$ cat config.mk
export PLATFORM = sky130hd
export DESIGN_NAME = tcw_queue
export DESIGN_NICKNAME = d
export VERILOG_FILES = /design/src/sv/tcw_pkg.sv /design/src/sv/tcw_queue.sv
export SDC_FILE = /design/constraint.sdc
export NUM_CORES = 1
export LEC_CHECK = 0
export BUFFER_PORTS_ARGS = -buffer_cell sky130_fd_sc_hd__buf_2
export CORE_MARGIN = 2
export CORE_UTILIZATION = 49
export CTS_BUF_LIST = sky130_fd_sc_hd__clkbuf_2 sky130_fd_sc_hd__clkbuf_4 sky130_fd_sc_hd__clkbuf_8
export DETAILED_ROUTE_END_ITERATION = 12
export PLACE_DENSITY_LB_ADDON = 0.12
export REMOVE_ABC_BUFFERS = 1
export SLEW_MARGIN = 5
export SYNTH_ARGS = -nofsm -noshare
export SYNTH_HDL_FRONTEND = slang
export SYNTH_SLANG_ARGS = --single-unit
$ cat constraint.sdc
create_clock -name clk -period 2.6 [get_ports clk]
set_input_delay 0.39 -clock clk [delete_from_list [all_inputs] [get_ports clk]]
set_output_delay 0.39 -clock clk [all_outputs]
set_load 0.02 [all_outputs]
$ cat src/sv/tcw_pkg.sv
// Shared types, constants and helpers for the text console writer.
// No dependencies; every module but tcw_ram imports this package.
package tcw_pkg;

	localparam int COLUMNS = 80;
	localparam int ROWS    = 25;
	localparam int CELLS   = COLUMNS * ROWS;

	localparam int ADDR_W = $clog2(CELLS);
	localparam int MODE_W = 2;
	localparam int CHAR_W = 8;
	localparam int COL_W  = 7;
	localparam int ROW_W  = 5;
	localparam int WORD_W = 16;
	localparam int POS_W  = 11;

	localparam logic [ADDR_W-1:0] COLS_A     = ADDR_W'(COLUMNS);
	localparam logic [ADDR_W-1:0] CELL_LAST  = ADDR_W'(CELLS - 1);
	localparam logic [ADDR_W-1:0] SCROLL_END = ADDR_W'(CELLS - COLUMNS);
	localparam logic [COL_W-1:0]  COL_LAST   = COL_W'(COLUMNS - 1);
	localparam logic [ROW_W-1:0]  ROW_LAST   = ROW_W'(ROWS - 1);

	localparam logic [WORD_W-1:0] BLANK_WORD = 16'h0020;
	localparam logic [CHAR_W-1:0] CHAR_NL    = 8'd10;
	localparam logic [CHAR_W-1:0] CHAR_TAB   = 8'd9;
	localparam logic [CHAR_W-1:0] CHAR_SPACE = 8'h20;

	localparam logic [MODE_W-1:0] MODE_PUT    = 2'd0;
	localparam logic [MODE_W-1:0] MODE_CLEAR  = 2'd1;
	localparam logic [MODE_W-1:0] MODE_SETCUR = 2'd2;
	localparam logic [MODE_W-1:0] MODE_READ   = 2'd3;

	localparam int QUEUE_DEPTH = 2;
	localparam int QPTR_W      = $clog2(QUEUE_DEPTH);

	typedef enum logic [2:0] {
		OP_PUT,
		OP_TAB,
		OP_NEWLINE,
		OP_CLEAR,
		OP_SETCUR,
		OP_READ
	} op_t;

	typedef struct packed {
		op_t               op;
		logic [WORD_W-1:0] word;
		logic [COL_W-1:0]  col;
		logic [ROW_W-1:0]  line;
		logic [ADDR_W-1:0] addr;
	} cmd_t;

	typedef struct packed {
		logic valid;
		cmd_t cmd;
	} qpush_t;

	typedef struct packed {
		logic valid;
		logic full;
	} qstat_t;

	function automatic logic [ADDR_W-1:0] cell_addr(input logic [COL_W-1:0] col,
			input logic [ROW_W-1:0] line);
		return ADDR_W'(col) + ADDR_W'(line) * COLS_A;
	endfunction

endpackage

$ cat src/sv/tcw_queue.sv
// Short command queue between the front end and the execution engine.
// Depends on tcw_pkg for the entry type and depth.
module tcw_queue (
	input  logic            clk,
	input  logic            arst_n,
	input  tcw_pkg::qpush_t push,
	input  logic            pop,
	output tcw_pkg::qstat_t qstat,
	output tcw_pkg::cmd_t   head
);
	import tcw_pkg::*;

	cmd_t              entry_q [QUEUE_DEPTH];
	logic [QPTR_W-1:0] wr_ptr_q;
	logic [QPTR_W-1:0] rd_ptr_q;
	logic [QPTR_W:0]   count_q;
	logic              do_push;
	logic              do_pop;

	assign qstat.valid = (count_q != '0);
	assign qstat.full  = (count_q == (QPTR_W + 1)'(QUEUE_DEPTH));
	assign do_push     = push.valid & ~qstat.full;
	assign do_pop      = pop & qstat.valid;
	assign head        = entry_q[rd_ptr_q];

	// depth is a power of two, so the pointers wrap on their own
	always_ff @(posedge clk or negedge arst_n) begin
		if (!arst_n) begin
			wr_ptr_q <= '0;
			rd_ptr_q <= '0;
			count_q  <= '0;
		end else begin
			if (do_push) begin
				wr_ptr_q <= wr_ptr_q + 1'b1;
			end
			if (do_pop) begin
				rd_ptr_q <= rd_ptr_q + 1'b1;
			end
			if (do_push && !do_pop) begin
				count_q <= count_q + 1'b1;
			end else if (do_pop && !do_push) begin
				count_q <= count_q - 1'b1;
			end
		end
	end

	always_ff @(posedge clk) begin
		if (do_push) begin
			entry_q[wr_ptr_q] <= push.cmd;
		end
	end

endmodule

-- Yosys cells after proc, flatten, opt, wreduce, memory -nomap -nowiden
Memories as Yosys holds them, arrays and structs flattened.
Cells that the tools add are included.
- register bits: 4
- memory bits (writable): 84
- input port bits: 46
- memories: 1
- $add $sub $neg: 4
- equal/unequal tests: 1
- mux-type cells: 4
- bitwise logic cells: 3
- reduce and logical (&&, ||, !) cells: 6
- memories (memory ; depth ; bits a word ; read ports ; clocked after memory_dff ; wr ports ; line ; source):
    entry_q ; 2 ; 42 ; 1 ; 0 ; 1 ; tcw_queue.sv:13 ; cmd_t entry_q [QUEUE_DEPTH];
- operator list (kind ; count):
    $mux 2 ; 2
    $reduce_bool 2->1 ; 2
    $add 1x1->1 const B ; 2
    $add 2x1->2 const B ; 1
    $and 1x1->1 ; 2
    $eq 2x2->1 const B ; 1
    $logic_and 1x1->1 ; 2
    $logic_not 1->1 ; 2
    $mux 1 ; 2
    $sub 2x1->2 const B ; 1
    $not 1->1 ; 1

-- Logic depth before layout (Yosys ltp)
- depth in word-level cells: 7
- gate-level depth with buffers: 7
- mapped depth without buffers: 7

-- Least setup slack after synthesis
OpenSTA, ideal clock, no wires.
- path kind: reg2reg
- start: register count_q[0]
- end: memory entry_q[0][0] (netlist bit), enable pin
- arrival time: 2391 ps
- slack: -232 ps
- stages on the path, launching flop included: 4
- path buffers: 0
- period minus slack after synthesis: 2832 ps
- cell sequence: dfrtp_1 nand2b_1 nand2_1 nor2_1
- cells in the longest elaborated chain, start to end: 5
- ends and longest elaborated chain (item ; line ; source):
    from (decl) ; tcw_queue.sv:16 ; logic [QPTR_W:0] count_q;
    from (signal assigned) ; tcw_queue.sv:40 ; count_q <= count_q + 1'b1;
    from (signal assigned) ; tcw_queue.sv:42 ; count_q <= count_q - 1'b1;
    $eq 2x2->1 ; tcw_queue.sv:21 ; assign qstat.full = (count_q == (QPTR_W + 1)'(QUEUE_DEPTH));
    $not 1->1 ; tcw_queue.sv:22 ; assign do_push = push.valid & ~qstat.full;
    $and 1x1->1 ; tcw_queue.sv:22 ;
    $mux 1 ; tcw_queue.sv:48 ; if (do_push) begin
    $mux 1 (not written as such) ; tcw_queue.sv:49 ; entry_q[wr_ptr_q] <= push.cmd;
    to (decl) ; tcw_queue.sv:13 ;
No other way between the ends.

==> impl_metrics.toml <==
[global_routing]
grt_max_degree = 35
track_usage = 0.142
antenna_found_initial = 0
grt_pass1_wl_um = 8000
grt_pass1_vias = 1633
grt_overflow = 0

[final_layout]
fin_util = 0.614
fillers = 527
regArea_um2 = 2620
drive_above_1_share = 0.592
final_cell_area_um2 = 4170
multi_input_area_um2 = 718
insertedDiodeCount = 0
syn_to_final_growth_pct = 21.6
final_nets = 297

[route]
wl_per_cell_um = 14.7
wirelength_um = 5150
dr.pass1.iters = 4
drtIter0Drc = 93
drc = 0
viasPerCell = 4.64
dr_total_vias = 1628
final_antenna_net_count = 0

[sta]
setup_violations = 0
finalHoldViolCount = 0
max_freq_mhz = 465
rsz0062_at_grt = "no"
whs_ns = 0.244
tightestPinTransition_ns = 0.537
maxSlewHeadroom = 0.641
fin_crit_ns = 2.15
fin_setup_tns_ns = 0
fin_skew_ns = 0.00434
fin_crit_sh = 0.827
final-max-slew-violation-count = 0

[logic_synthesis]
yosysWarnings = 0
synth_cells = 150
avgSynthCellArea_um2 = 22.9
synth_cell_type_count = 15
yosysSeqAreaShare = 0.764
synth-seq-cells = 88
syn-cell-area_um2 = 3430

[setup_path]
path_cells = "buf_12 -> mux2_2 -> buf_2"
crit_required_ns = 2.21
critPathSlowestCell = "dfrtp_2"
crit_path_end_kind = "output pin"
cp.arrival_ns = 1.76
worstSetupPathType = "reg2out"
cp_slowest_stage_delay_ns = 0.57
cp_max_fo = 34
start_kind = "flop"

[pwr]
p_leak_nw = 1.70
p_total_w = 0.00476
irDropWorstVdd_mv = 0.610
power_density_nw_per_um2 = 1140

[die]
die_w_um = 87.7
die_area_um2 = 7690
die_h_um = 87.7
start_util = 0.505
row_count = 30
core_region_area_um2 = 6790
io_pins = 90

[status]
status = "finished clean"

[cts]
cts_setup_buffers = 0
cts_hold_buf = 1
cts_buffers = 9
cts_sinks = 88
cts-root-buf = "clkbuf_8"
h-tree-depth = 3
cts_max_path_buffers = 2
worstSkewPairLatency_ns = 0.33
path_clk_slew_ns = 0.08
cts_tree = "yes"
cts_resized = 0

[placed_design]
place_hpwl_um = 3440
port_buffers = 89
postPlaceCellArea_um2 = 3970
gp_congestion = 0.658

[job]
drv_cap = 0

[worst_hold_path]
hold_path_class = "in2reg"
## cell usage in the layout, fill, tap and decap left out
| cell type | count |
|---|---|
| or2_1 | 1 |
| mux2_4 | 39 |
| xnor2_1 | 3 |
| buf_4 | 2 |
| nand2b_1 | 1 |
| ha_1 | 1 |
| buf_2 | 89 |
| clkbuf_8 | 9 |
| and3_2 | 1 |
| nor2_4 | 1 |
| clkinv_1 | 3 |
| dlygate4sd3_1 | 1 |
| nand2_1 | 2 |
| xor2_1 | 2 |
| edfxtp_1 | 84 |
| dfrtp_1 | 3 |
| inv_6 | 1 |
| dfrtp_2 | 1 |
| inv_1 | 2 |
| clkbuf_4 | 1 |
| clkinv_4 | 1 |
| bufinv_16 | 1 |
| mux2_2 | 3 |
| nor2_1 | 1 |
| buf_12 | 2 |
## routing by layer
metal | global-route usage | share of wire | routed length (um)
met2 | 0.223 | 0.49 | 2510
met3 | 0.0452 | 0.062 | 322
met4 | 0.0629 | 0.013 | 65
met1 | 0.182 | 0.44 | 2260
met5 | 0 | 0 | 0
## path summary, 6_finish.rpt
| path | from | to | slack [ns] | cells past startpoint |
|---|---|---|---|---|
| worst max-delay path | rd_ptr_q | head[21] | 0.45 | 3 |
| worst min-delay path | push[18] | entry_q[1][18] | 0.24 | 1 |
| worst max register to register | count_q[0] | entry_q[0][4] | 0.77 | 4 |
| worst min register to register | count_q[1] | count_q[1] | 0.51 | 1 |
| max in group asynchronous | arst_n | rd_ptr_q | 2.06 | 2 |
| min in group asynchronous | arst_n | count_q[1] | 0.39 | 2 |
## layout make-up
type,count,share of cell area
clock buffers,10,0.0315
clock inverters,6,0.0141
inverters,2,0.00180
multi-input cells,55,0.172
flip-flops and latches,88,0.629
well taps,96,0.0288
repair buffers,94,0.122
## through the flow
stage               instances  setup slack [ns]
finish                    351             0.450
global route              351             0.368
CTS                       351             0.421
detailed placement        334             0.718
global placement          334             0.791
floorplan                 145            -0.232
## registers in the layout, summed over array words and instances (netlist names)
register / cells
rd_ptr_q: 1
count_q: 2
wr_ptr_q: 1
entry_q: 84
## Yosys cell counts
cell,number,area (um^2)
and3_1,1,6.26
buf_12,4,80.1
buf_6,1,11.3
dfrtp_1,4,100
edfxtp_1,84,2520
ha_1,1,12.5
inv_1,2,7.51
mux2_2,3,33.8
mux2_4,39,586
nand2_1,2,7.51
nand2b_1,1,6.26
nor2_1,2,7.51
or2_1,1,6.26
xnor2_1,3,26.3
xor2_1,2,17.5
## power breakdown
| part | internal, W | switching, W | total [W] | leakage (nW) |
|---|---|---|---|---|
| clock network | 0.000451 | 0.000435 | 0.000885 | 0.0968 |
| logic | 0.000826 | 0.000978 | 0.00180 | 0.773 |
| registers | 0.00194 | 0.000128 | 0.00207 | 0.826 |
| total | 0.00322 | 0.00154 | 0.00476 | 1.70 |
## cells by family (layout without fill, tap and decap cells)
kind of cell               count (synthesis)  after routing  share of synthesized area
xor gates and xnor gates                   5              5                     0.0128
and+or+nand+nor                            7              7                    0.00985
DFF                                       88             88                      0.764
adders and majority gates                  1              1                    0.00365
muxes                                     42             42                      0.181
buffers and inverters                      7            112                     0.0288
## worst max-delay path: cells and delay by family, from the launching register on
family,cells,cell delay (ns)
buffers and inverters,2,0.47
DFF,1,0.57
muxes,1,0.37
Power figures use the tool's default switching activity.
