### src/sv/tcw_pkg.sv
// Shared types, constants and helpers for the text console writer.
// No dependencies; every module but tcw_ram imports this package.
package tcw_pkg;

	localparam int COLUMNS = 80;
	localparam int ROWS    = 25;
	localparam int CELLS   = COLUMNS * ROWS;

	localparam int ADDR_W = $clog2(CELLS);
	localparam int MODE_W = 2;
	localparam int CHAR_W = 8;
	localparam int COL_W  = 7;
	localparam int ROW_W  = 5;
	localparam int WORD_W = 16;
	localparam int POS_W  = 11;

	localparam logic [ADDR_W-1:0] COLS_A     = ADDR_W'(COLUMNS);
	localparam logic [ADDR_W-1:0] CELL_LAST  = ADDR_W'(CELLS - 1);
	localparam logic [ADDR_W-1:0] SCROLL_END = ADDR_W'(CELLS - COLUMNS);
	localparam logic [COL_W-1:0]  COL_LAST   = COL_W'(COLUMNS - 1);
	localparam logic [ROW_W-1:0]  ROW_LAST   = ROW_W'(ROWS - 1);

	localparam logic [WORD_W-1:0] BLANK_WORD = 16'h0020;
	localparam logic [CHAR_W-1:0] CHAR_NL    = 8'd10;
	localparam logic [CHAR_W-1:0] CHAR_TAB   = 8'd9;
	localparam logic [CHAR_W-1:0] CHAR_SPACE = 8'h20;

	localparam logic [MODE_W-1:0] MODE_PUT    = 2'd0;
	localparam logic [MODE_W-1:0] MODE_CLEAR  = 2'd1;
	localparam logic [MODE_W-1:0] MODE_SETCUR = 2'd2;
	localparam logic [MODE_W-1:0] MODE_READ   = 2'd3;

	localparam int QUEUE_DEPTH = 2;
	localparam int QPTR_W      = $clog2(QUEUE_DEPTH);

	typedef enum logic [2:0] {
		OP_PUT,
		OP_TAB,
		OP_NEWLINE,
		OP_CLEAR,
		OP_SETCUR,
		OP_READ
	} op_t;

	typedef struct packed {
		op_t               op;
		logic [WORD_W-1:0] word;
		logic [COL_W-1:0]  col;
		logic [ROW_W-1:0]  line;
		logic [ADDR_W-1:0] addr;
	} cmd_t;

	typedef struct packed {
		logic valid;
		cmd_t cmd;
	} qpush_t;

	typedef struct packed {
		logic valid;
		logic full;
	} qstat_t;

	function automatic logic [ADDR_W-1:0] cell_addr(input logic [COL_W-1:0] col,
			input logic [ROW_W-1:0] line);
		return ADDR_W'(col) + ADDR_W'(line) * COLS_A;
	endfunction

endpackage

### src/sv/tcw_front.sv
// Front end: accepts commands, classifies them, clamps coordinates and
// builds the queue entry. Depends on tcw_pkg.
module tcw_front (
	input  logic                       start,
	input  logic [tcw_pkg::MODE_W-1:0] mode,
	input  logic [tcw_pkg::CHAR_W-1:0] character,
	input  logic [tcw_pkg::CHAR_W-1:0] color,
	input  logic [tcw_pkg::COL_W-1:0]  column,
	input  logic [tcw_pkg::ROW_W-1:0]  row,
	input  tcw_pkg::qstat_t            qstat,
	input  logic                       init_busy,
	output logic                       busy,
	output tcw_pkg::qpush_t            push
);
	import tcw_pkg::*;

	logic [COL_W-1:0] col_sat;
	logic [ROW_W-1:0] row_sat;

	assign busy    = qstat.full | init_busy;
	assign col_sat = (column > COL_LAST) ? COL_LAST : column;
	assign row_sat = (row > ROW_LAST) ? ROW_LAST : row;

	always_comb begin
		push.valid    = start & ~busy;
		push.cmd.word = {color, character};
		push.cmd.col  = col_sat;
		push.cmd.line = row_sat;
		push.cmd.addr = cell_addr(col_sat, row_sat);
		case (mode)
			MODE_PUT: begin
				if (character == CHAR_NL) begin
					push.cmd.op = OP_NEWLINE;
				end else if (character == CHAR_TAB) begin
					push.cmd.op   = OP_TAB;
					push.cmd.word = {color, CHAR_SPACE};
				end else begin
					push.cmd.op = OP_PUT;
				end
			end
			MODE_CLEAR:  push.cmd.op = OP_CLEAR;
			MODE_SETCUR: push.cmd.op = OP_SETCUR;
			MODE_READ:   push.cmd.op = OP_READ;
			default:     push.cmd.op = OP_READ;
		endcase
	end

endmodule

### config.mk
export PLATFORM = sky130hd
export DESIGN_NAME = tcw_front
export DESIGN_NICKNAME = d
export VERILOG_FILES = /design/src/sv/tcw_pkg.sv /design/src/sv/tcw_front.sv
export SDC_FILE = /design/constraint.sdc
export NUM_CORES = 1
export LEC_CHECK = 0
export BUFFER_PORTS_ARGS = -buffer_cell sky130_fd_sc_hd__buf_2
export CAP_MARGIN = 15
export CORE_MARGIN = 2
export CORE_UTILIZATION = 33
export DETAILED_ROUTE_END_ITERATION = 7
export PLACE_DENSITY_LB_ADDON = 0.12
export REMOVE_ABC_BUFFERS = 1
export SLEW_MARGIN = 20
export SYNTH_ARGS = -nofsm -noshare
export SYNTH_HDL_FRONTEND = slang
export SYNTH_SLANG_ARGS = --single-unit
### constraint.sdc
create_clock -name vclk -period 4.2
set_clock_uncertainty 0.2 [all_clocks]
set_input_delay 0.84 -clock vclk [all_inputs]
set_output_delay 0.84 -clock vclk [all_outputs]
set_load 0.005 [all_outputs]
Word level (Yosys, flattened, before mapping)
Cells that the tools add are included.
W data, S select, Z words.

cells by class
  $lt $le $gt $ge = 2
  add/subtract/negate cells = 1
  equality and inequality tests = 5
  reductions and logical operators = 1
  $mul = 1
  mux-type cells = 8
  bitwise operators = 3

operator list
  kind                   count
  $mux W8                3
  $eq A8 B4 Y1 const B   2
  $pmux W3 S4            1
  $add A7 B11 Y11        1
  $gt A7 B7 Y1 const B   1
  $mul A5 B3 Y7 const B  1
  $mux W7                1
  $gt A5 B5 Y1 const B   1
  $mux W5                1
  $eq A2 B2 Y1 const B   2
  $eq A2 B1 Y1 const B   1
  $logic_not A2 Y1       1
  $mux W2                1
  $and A1 B1 Y1          1
  $mux W1                1
  $not A1 Y1             1
  $or A1 B1 Y1           1

word-level totals
  logic and storage cells = 21
  output and inout bits = 44
  flip-flop bits (word level) = 0
  input bits = 34

Logic depth before layout (Yosys ltp)
Gate-level depths: netlist (run 1).

  word-level depth = 4
  depth in mapped cells = 11
  depth with buffers taken out = 11

Worst setup path before layout (run 1)
OpenSTA, ideal clock, no wires.

  kind = in2out
  start = in row[3] (netlist bit)
  end = out push[10] (netlist bit)
  path buffers = 0
  required time = 3160 ps
  slack = 524 ps
  cell stages on the path = 11
  arrival time = 2636 ps
  cell sequence = nand2_1 -> nand2_1 -> inv_1 -> ha_1 -> ha_1 -> inv_1 -> fa_1 -> xnor2_1 -> o2111ai_1 -> xnor2_1 -> xnor2_1

RTL lines
  element             RTL line         text
  start: declaration  tcw_front.sv:9   input logic [tcw_pkg::ROW_W-1:0] row,
  end: declaration    tcw_front.sv:13  output tcw_pkg::qpush_t push

==> impl_results.md, run 1 <==
- Synth warnings: 0
- Setup-failing EPs final: 0
- Hold endpoint: push[38]
- Die Wd: 46.40 µm
- Layout area overhead: 36.08%
- Leak Pwr: 0.4839 nW
- Min-delay src: color[7]
- Seq cells: 0
- Share of cells above drive strength 1: 54.10%
- I/O pins: 78
- Initial cell density of the core: 34.73%
- Detail Placement HPWL: 1.357 mm
- Routed vias: 621
- Final #Nets: 169
- Core area: 1708 µm²
- Final ANT Viol Nets: 0
- Final Power: 103.3 µW
- Hold Slack: 1.480 ns
- PortBufs: 61
- Worst setup EP type: output pin
- Critical Path AT: 2.96 ns
- Routed vias/inst: 4.224
- Die H: 46.40 µm
- Measured slew at the worst slew-check pin: 0.4117 ns
- Final worst path period share: 95.29%
- First-pass GRT wire length: 2.297 mm
- Highest clock rate: 0.2499 GHz
- Die ar.: 2153 µm²
- Routability cong.: 0.6581
- Worst VDD drop: 0.00004453 V
- CP Launch Type: input port
- Yosys top cell by area: ha_1
- HP Class: input port to output pin
- Pin count of the biggest net entering global routing: 6
- All-layer global routing usage: 14.06%
- RSZ-0062 raised after global routing: false
- Slew headroom: 72.26%
- Most frequent cells after synthesis: buf_4, inv_1, ha_1
- Clkbuf count: 0
- Mapped Cells: 82
- Wirelength, routed: 1.443 mm
- Multi-input gate area: 429.2 µm²
- Initial antenna violation count: 0
- Cell Area, Synth: 593.1 µm²
- Pre-antenna DRT Iters: 2
- Routed WL per cell: 9.816 µm
- Hold depth: 0
- Syn avg cell area: 7.233 µm²
- Postcts setup bufs: 0
- Status: complete, no violations
- Max Cap Viol: 0
- Register Area: 0 µm²
- Top-count cell post-synth: buf_4
- Cell area power density: 128.0 nW/µm²
- GR Overflow Total: 0
- Fillcell total: 189
- Post-route minimum period: 4.002 ns
- Vias in the first global route: 570
- WS Path Type: input port to output pin
- Final setup TNS: 0 ns
- Final Hold Viols: 0
- Row count: 15
- Slew Limit Fails: 0
- Residual DRC count: 0
- Share of synthesized area occupied by flip-flops and latches: 0%
- Top cells by area, synth: ha_1, buf_4, xnor2_1, inv_1, fa_1
- # diodes: 0
- First DRT Iteration DRCs: 2
- Worst Path Required: 3.16 ns
- CP Max Fanout: 4
- Yosys top cell area share: 18.99%
- Netlist cell types: 25
-- cell families after synthesis --
kind of cell,after synthesis,share of synthesized area (%)
compound gates,11,11.81
xor+xnor,7,10.34
buf+inv,32,28.90
simple gates,21,23.21
fa+ha+maj,11,25.74
-- critical path, stage by stage --
cell       delay [ns]
buf_2            0.12
nand2_1          0.07
nand2_1          0.12
inv_1            0.08
ha_1             0.28
ha_1             0.17
inv_1            0.06
fa_1             0.40
xnor2_2          0.21
o2111ai_1        0.16
xnor2_1          0.21
xnor2_1          0.13
buf_2            0.12
-- repair_timing --
action                     4_1_cts  5_1_grt
hold buffers                     0        0
gates resized for setup          0        1
setup endpoints to repair        0        1
-- placed cells by master (no fill, tap or decap), drive strengths merged, types with 2 or more instances in the layout --
cell | synthesis | final
and2 | 2 | 2
ha | 9 | 9
o21ai | 2 | 2
nor2 | 3 | 3
buf | 12 | 61
a21o | 2 | 2
nand2 | 4 | 4
xnor2 | 6 | 6
inv | 11 | 11
a21oi | 3 | 3
fa | 2 | 2
nand2b | 6 | 6
nor2b | 2 | 2
-- routing by layer --
metal / share of wire [%] / up-vias / GRT usage (%)
met5: 0 / - / 0
met4: 0 / 0 / 0
met3: 17 / 0 / 7.451
met2: 46 / 47 / 25.83
met1: 36 / 248 / 14.98
li1: - / 326 / -
-- metrics by stage --
step                cells  setup WS [ns]  instance area [µm²]  util, %
floorplan              61         0.5237                462.9        -
global placement      147         0.1498                799.5    46.81
detailed placement    147         0.1391                799.5    46.81
CTS                   147         0.1368                799.5    46.81
global route          147        0.01691                807.0    47.25
finish                147         0.1978                807.0    47.25
-- power breakdown --
part	switching, mW	internal [mW]	leakage, nW
clock network	0	0	0
logic	0.0486	0.0547	0.484
registers	0	0	0
-- worst max path at each step --
stage	slack [ns]	startpoint	to
global route	0.02	row[3]	push[10]
finish	0.20	row[4]	push[10]
CTS	0.14	row[4]	push[10]
global placement	0.15	row[4]	push[10]
floorplan	0.52	row[3]	push[10]
detailed placement	0.14	row[4]	push[10]
-- cell type report --
class / instances / area share (%)
inverters: 11 / 5.116
multi-input cells: 50 / 53.18
well taps: 25 / 3.876
repair buffers: 61 / 37.83
No activity file was read; power rests on OpenSTA's default activity.
==> inputs of run 2 (changes only) <==
--- a/config.mk
+++ b/config.mk
@@ -5,10 +5,11 @@
 export SDC_FILE = /design/constraint.sdc
 export NUM_CORES = 1
 export LEC_CHECK = 0
+export ABC_AREA = 1
 export BUFFER_PORTS_ARGS = -buffer_cell sky130_fd_sc_hd__buf_2
 export CAP_MARGIN = 15
 export CORE_MARGIN = 2
-export CORE_UTILIZATION = 33
+export CORE_UTILIZATION = 36
 export DETAILED_ROUTE_END_ITERATION = 7
 export PLACE_DENSITY_LB_ADDON = 0.12
 export REMOVE_ABC_BUFFERS = 1
==> run 2 against run 1 <==
Sequential share of layout area did not move. Clock-buffer cell count unchanged. Total power increased by 12%. First-iteration DRC count rose by 50%. Sequential cell count did not move. Die area is 6.9% higher. Synthesized area increased by 17%. Largest power group unchanged. Global-route usage down 1.4 points. Core utilization grew 4.2 points. Critical path depth is 1 higher. Synthesized cell count increased by 48%. Design area increased by 13%.
==> impl_results.md, run 2 <==
- Min-delay src: color[1] (was color[7])
- PortBufs: 61 (unchanged)
- I/O pins: 78 (unchanged)
- Crit path capture: push[10] (unchanged)
- Routed vias: 791 (was 621)
- Leak Pwr: 0.6210 nW (was 0.4839 nW)
- Final ANT Viol Nets: 0 (unchanged)
- All-layer global routing usage: 12.69% (was 14.06%)
- Slew Limit Fails: 0 (unchanged)
- # hold bufs at CTS: 0 (unchanged)
- Placed Area: 908.4 µm² (was 799.5 µm²)
- CP Launch Type: input port (unchanged)
- Share of synthesized area occupied by flip-flops and latches: 0% (unchanged)
- Routed vias/inst: 4.253 (was 4.224)
- Final Power: 116.0 µW (was 103.3 µW)
- Final Hold Viols: 0 (unchanged)
- Most frequent cells after synthesis: inv_1, nand2_1, buf_4 (was buf_4, inv_1, ha_1)
- Die Wd: 47.96 µm (was 46.40 µm)
- First DRT Iteration DRCs: 3 (was 2)
- Row count: 15 (unchanged)
- Leading cell types in the layout, fill and taps excluded: buf_2, inv_1, nand2_1, ha_1, nor2_1 (was buf_2, inv_1, ha_1, nand2b_1, xnor2_1)
- Max Cap Viol: 0 (unchanged)
- Seq cells: 0 (unchanged)
- GR Overflow Total: 0 (unchanged)
- Synth warnings: 0 (unchanged)
- Syn avg cell area: 5.749 µm² (was 7.233 µm²)
- Core area: 1764 µm² (was 1708 µm²)
- First-pass GRT wire length: 2.201 mm (was 2.297 mm)
- Post-route minimum period: 3.975 ns (was 4.002 ns)
- Slew headroom: 83.34% (was 72.26%)
- Measured slew at the worst slew-check pin: 0.2499 ns (was 0.4117 ns)
- Detail Placement HPWL: 1.455 mm (was 1.357 mm)
- Netlist cell types: 22 (was 25)
- Worst Path Required: 3.16 ns (about the same)
- Vias in the first global route: 595 (was 570)
- Most common cell after layout, fill and taps aside: buf_2 (unchanged)
- Pin count of the biggest net entering global routing: 7 (was 6)
- Worst VDD drop: 0.00006605 V (was 0.00004453 V)
- Initial cell density of the core: 39.43% (was 34.73%)
- Routability cong.: 0.7611 (was 0.6581)
- Wirelength, routed: 1.573 mm (was 1.443 mm)
- Mapped Cells: 121 (was 82)
- Fillcell total: 215 (was 189)
- Yosys top cell area share: 16.19% (was 18.99%)
- Status: complete, no violations (unchanged)
- Final setup TNS: 0 ns (unchanged)
- Final #Nets: 208 (was 169)
- Cell area power density: 127.7 nW/µm² (was 128.0 nW/µm²)
- Critical Path AT: 2.94 ns (was 2.96 ns)
- Worst setup EP type: output pin (unchanged)
- Crit path from: row[4] (unchanged)
- Share of cells above drive strength 1: 44.72% (was 54.10%)
- Die ar.: 2300 µm² (was 2153 µm²)
- Top-count cell post-synth: inv_1 (was buf_4)
- Gates resized, CTS repair: 0 (unchanged)
- Residual DRC count: 0 (unchanged)
- Highest clock rate: 0.2516 GHz (was 0.2499 GHz)
- Initial antenna violation count: 0 (unchanged)
- Top cells by area, synth: ha_1, inv_1, nand2_1, buf_4, fa_1 (was ha_1, buf_4, xnor2_1, inv_1, fa_1)
- # diodes: 0 (unchanged)
- WS Path Type: input port to output pin (unchanged)
- Pre-antenna DRT Iters: 3 (was 2)
- Cell Area, Synth: 695.7 µm² (was 593.1 µm²)
- Clkbuf count: 0 (unchanged)
- Register Area: 0 µm² (unchanged)
- Design area: 908.4 µm² (was 807.0 µm²)
- Die H: 47.96 µm (was 46.40 µm)
- RSZ-0062 raised after global routing: false (unchanged)
- Routed WL per cell: 8.457 µm (was 9.816 µm)
- Setup-failing EPs final: 0 (unchanged)
- Final core occ: 51.49% (was 47.25%)
- CP Max Fanout: 4 (unchanged)
- Postcts setup bufs: 0 (unchanged)
- HP Class: input port to output pin (unchanged)
- Layout area overhead: 30.58% (was 36.08%)
- Yosys top cell by area: ha_1 (unchanged)
- Final worst path period share: 94.65% (was 95.29%)
==> run 2: changes by cell type after synthesis, moves of 3 or more <==
cell,delta
nand2_1,+22
inv_1,+17
nand2b_1,-6
nor2_1,+5
xnor2_1,-5
nand3_1,+4
nand3_2,+4
nor3_1,+3
==> run 2: critical path, stage by stage <==
cell and delay [ns]:
buf_2 0.11, inv_1 0.07, o21ai_1 0.22, inv_1 0.11
ha_1 0.30, ha_1 0.23, inv_1 0.07, fa_1 0.47
nor2_4 0.16, nand3_2 0.09, inv_1 0.05, nand2_1 0.04
nand2_1 0.05, buf_2 0.10
==> run 2: cell type report <==
class / instances / area, µm² / area share, %
multi-input combinational: 70 / 459.2 / 50.55
tap: 25 / 31.28 / 3.444
inverter: 30 / 112.6 / 12.40
timing repair buffer: 61 / 305.3 / 33.61
==> run 2: worst min-delay path by stage <==
| stage | endpoint | cells after the start | slack (ns) |
|---|---|---|---|
| floorplan | push[14] | 0 | 1.48 |
| global placement | push[32] | 0 | 1.48 |
| detailed placement | push[32] | 0 | 1.48 |
| CTS | push[32] | 0 | 1.48 |
| global route | push[32] | 0 | 1.48 |
| finish | push[32] | 0 | 1.48 |
==> run 2: power breakdown <==
part           internal, mW  total (mW)  switching (mW)  leakage [nW]
Combinational        0.0555       0.116          0.0605         0.621
Clock                     0           0               0             0
Sequential                0           0               0             0
==> run 2: stage by stage <==
| step | std cells | setup slack [ns] | hold slack (ns) |
|---|---|---|---|
| floorplan | 100 | 0.5462 | 1.480 |
| global placement | 186 | 0.2253 | 1.480 |
| detailed placement | 186 | 0.2157 | 1.480 |
| finish | 186 | 0.2248 | 1.480 |
| CTS | 186 | 0.2018 | 1.480 |
| global route | 186 | 0.02483 | 1.480 |
==> run 2: kinds of logic after synthesis <==
family                     after synthesis  synth area share, %
adders and majority gates               11                21.94
AOI/OAI and AO/OA                        3                2.697
xor gates and xnor gates                 3                3.778
buffers and inverters                   51                33.99
and+or+nand+nor                         53                37.59
==> run 2: layer usage <==
layer | track usage, % | part of all wire (%) | up-vias
met5 | 0 | 0 | -
met4 | 0 | 0 | 0
met3 | 6.792 | 15 | 0
met2 | 21.07 | 45 | 45
met1 | 15.52 | 41 | 322
li1 | - | - | 424
==> inputs of run 3 (changes only) <==
--- a/config.mk
+++ b/config.mk
@@ -9,7 +9,7 @@
 export BUFFER_PORTS_ARGS = -buffer_cell sky130_fd_sc_hd__buf_2
 export CAP_MARGIN = 15
 export CORE_MARGIN = 2
-export CORE_UTILIZATION = 36
+export CORE_UTILIZATION = 39
 export DETAILED_ROUTE_END_ITERATION = 7
 export PLACE_DENSITY_LB_ADDON = 0.12
 export REMOVE_ABC_BUFFERS = 1
==> constraint.sdc (replaced) <==
create_clock -name vclk -period 5.03
set_clock_uncertainty 0.2 [all_clocks]
set_input_delay 1.006 -clock vclk [all_inputs]
set_output_delay 1.006 -clock vclk [all_outputs]
set_load 0.005 [all_outputs]
==> run 3 against run 2 <==
Sequential share of layout area is the same. Clock-buffer cell count is the same. First-iteration DRC count shrank 67%. Non-clock buffer count is the same. Core utilization grew 1.7 points. Via count grew 1.5%.
==> impl_results.md, run 3 (synthesis results as in run 2) <==
- Status: complete, no violations (unchanged)
- Leading cell types in the layout, fill and taps excluded: buf_2, inv_1, nand2_1, ha_1, nor2_1 (unchanged)
- Post-route minimum period: 4.320 ns
- Slew headroom: 82.51% (was 83.34%)
- # hold bufs at CTS: 0 (unchanged)
- Final #Nets: 208 (unchanged)
- Highest clock rate: 0.2315 GHz
- First DRT Iteration DRCs: 1 (was 3)
- Routed WL per cell: 9.129 µm (was 8.457 µm)
- Fin cells: 186 (unchanged)
- Row count: 15 (unchanged)
- # diodes: 0 (unchanged)
- All-layer global routing usage: 15.26% (was 12.69%)
- Die ar.: 2138 µm² (was 2300 µm²)
- Share of cells above drive strength 1: 44.72% (unchanged)
- Setup slack after layout: 0.7098 ns (was 0.2248 ns)
- HP Class: input port to output pin (unchanged)
- GR Overflow Total: 0 (unchanged)
- Hold Slack: 1.812 ns (was 1.480 ns)
- Measured slew at the worst slew-check pin: 0.2604 ns (was 0.2499 ns)
- Register Area: 0 µm² (unchanged)
- Final worst path period share: 85.89%
- Detail Placement HPWL: 1.587 mm (was 1.455 mm)
- # placed instances: 186 (unchanged)
- Die H: 46.24 µm (was 47.96 µm)
- WS Path Type: input port to output pin (unchanged)
- Core area: 1708 µm² (was 1764 µm²)
- Pre-antenna DRT Iters: 2 (was 3)
- Vias in the first global route: 626 (was 595)
- Fillcell total: 191 (was 215)
- Routability cong.: 0.7618 (was 0.7611)
- Routed vias: 803 (was 791)
- Final Hold Viols: 0 (unchanged)
- Routed vias/inst: 4.317 (was 4.253)
- Pre-CTS setup slack: 0.6941 ns (was 0.2157 ns)
- Final Power: 96.50 µW (was 116.0 µW)
- Worst setup EP type: output pin (unchanged)
- Setup-failing EPs final: 0 (unchanged)
- Worst Path Required: 3.82 ns (was 3.16 ns)
- Placed Area: 908.4 µm² (unchanged)
- Worst VDD drop: 0.00003721 V (was 0.00006605 V)
- RSZ-0062 raised after global routing: false (unchanged)
- Gates resized, CTS repair: 0 (unchanged)
- Most common cell after layout, fill and taps aside: buf_2 (unchanged)
- Wirelength, routed: 1.698 mm (was 1.573 mm)
- Min-delay src: color[2] (was color[1])
- I/O pins: 78 (unchanged)
- Leak Pwr: 0.6210 nW (unchanged)
- PortBufs: 61 (unchanged)
- Residual DRC count: 0 (unchanged)
- Critical Path AT: 3.11 ns (was 2.94 ns)
- First-pass GRT wire length: 2.442 mm (was 2.201 mm)
- CP Launch Type: input port (unchanged)
- Max Cap Viol: 0 (unchanged)
- Crit path from: row[4] (unchanged)
- Crit path capture: push[10] (unchanged)
- Pin count of the biggest net entering global routing: 7 (unchanged)
- Design area: 908.4 µm² (unchanged)
- CP Max Fanout: 4 (unchanged)
- Final ANT Viol Nets: 0 (unchanged)
- Seq cells: 0 (unchanged)
- Postcts setup bufs: 0 (unchanged)
- Final core occ: 53.19% (was 51.49%)
- Clkbuf count: 0 (unchanged)
- Die Wd: 46.24 µm (was 47.96 µm)
- Layout area overhead: 30.58% (unchanged)
- Final setup TNS: 0 ns (unchanged)
- Cell area power density: 106.2 nW/µm² (was 127.7 nW/µm²)
- Initial antenna violation count: 0 (unchanged)
- Initial cell density of the core: 40.73% (was 39.43%)
- Slew Limit Fails: 0 (unchanged)
run 3: cell counts in the layout (fill, tap and decap cells not counted):
No cell type changed its count.
run 3: layout make-up:
cell class	count	area (µm²)	area share [%]
Multi-Input combinational cell	70	459.2	50.55
Inverter	30	112.6	12.40
Timing Repair Buffer	61	305.3	33.61
Tap cell	25	31.28	3.444
run 3: worst min path at each step:
stage | depth (start not counted) | slack [ns] | end
after floorplan | 0 | 1.81 | push[14]
after global placement | 0 | 1.81 | push[35]
after detailed placement | 0 | 1.81 | push[35]
after CTS | 0 | 1.81 | push[35]
after global routing | 0 | 1.81 | push[33]
final | 0 | 1.81 | push[33]
run 3: power by group:
group / total, mW / switching [mW] / internal, mW
Clock: 0 / 0 / 0
Combinational: 0.0965 / 0.0504 / 0.0461
Sequential: 0 / 0 / 0
run 3: per-layer routing:
| layer | track usage (%) | wire length [µm] |
|---|---|---|
| met5 | 0 | 0 |
| met4 | 0 | 0 |
| met3 | 10.98 | 287 |
| met2 | 26.67 | 822 |
| met1 | 15.70 | 587 |
run 3: worst max-delay path, cell delays in order:
cell and delay (ns):
buf_2 0.12, inv_1 0.07, o21ai_1 0.23, inv_1 0.11
ha_1 0.30, ha_1 0.22, inv_1 0.07, fa_1 0.48
nor2_4 0.16, nand3_2 0.09, inv_1 0.05, nand2_1 0.04
nand2_1 0.04, buf_2 0.10
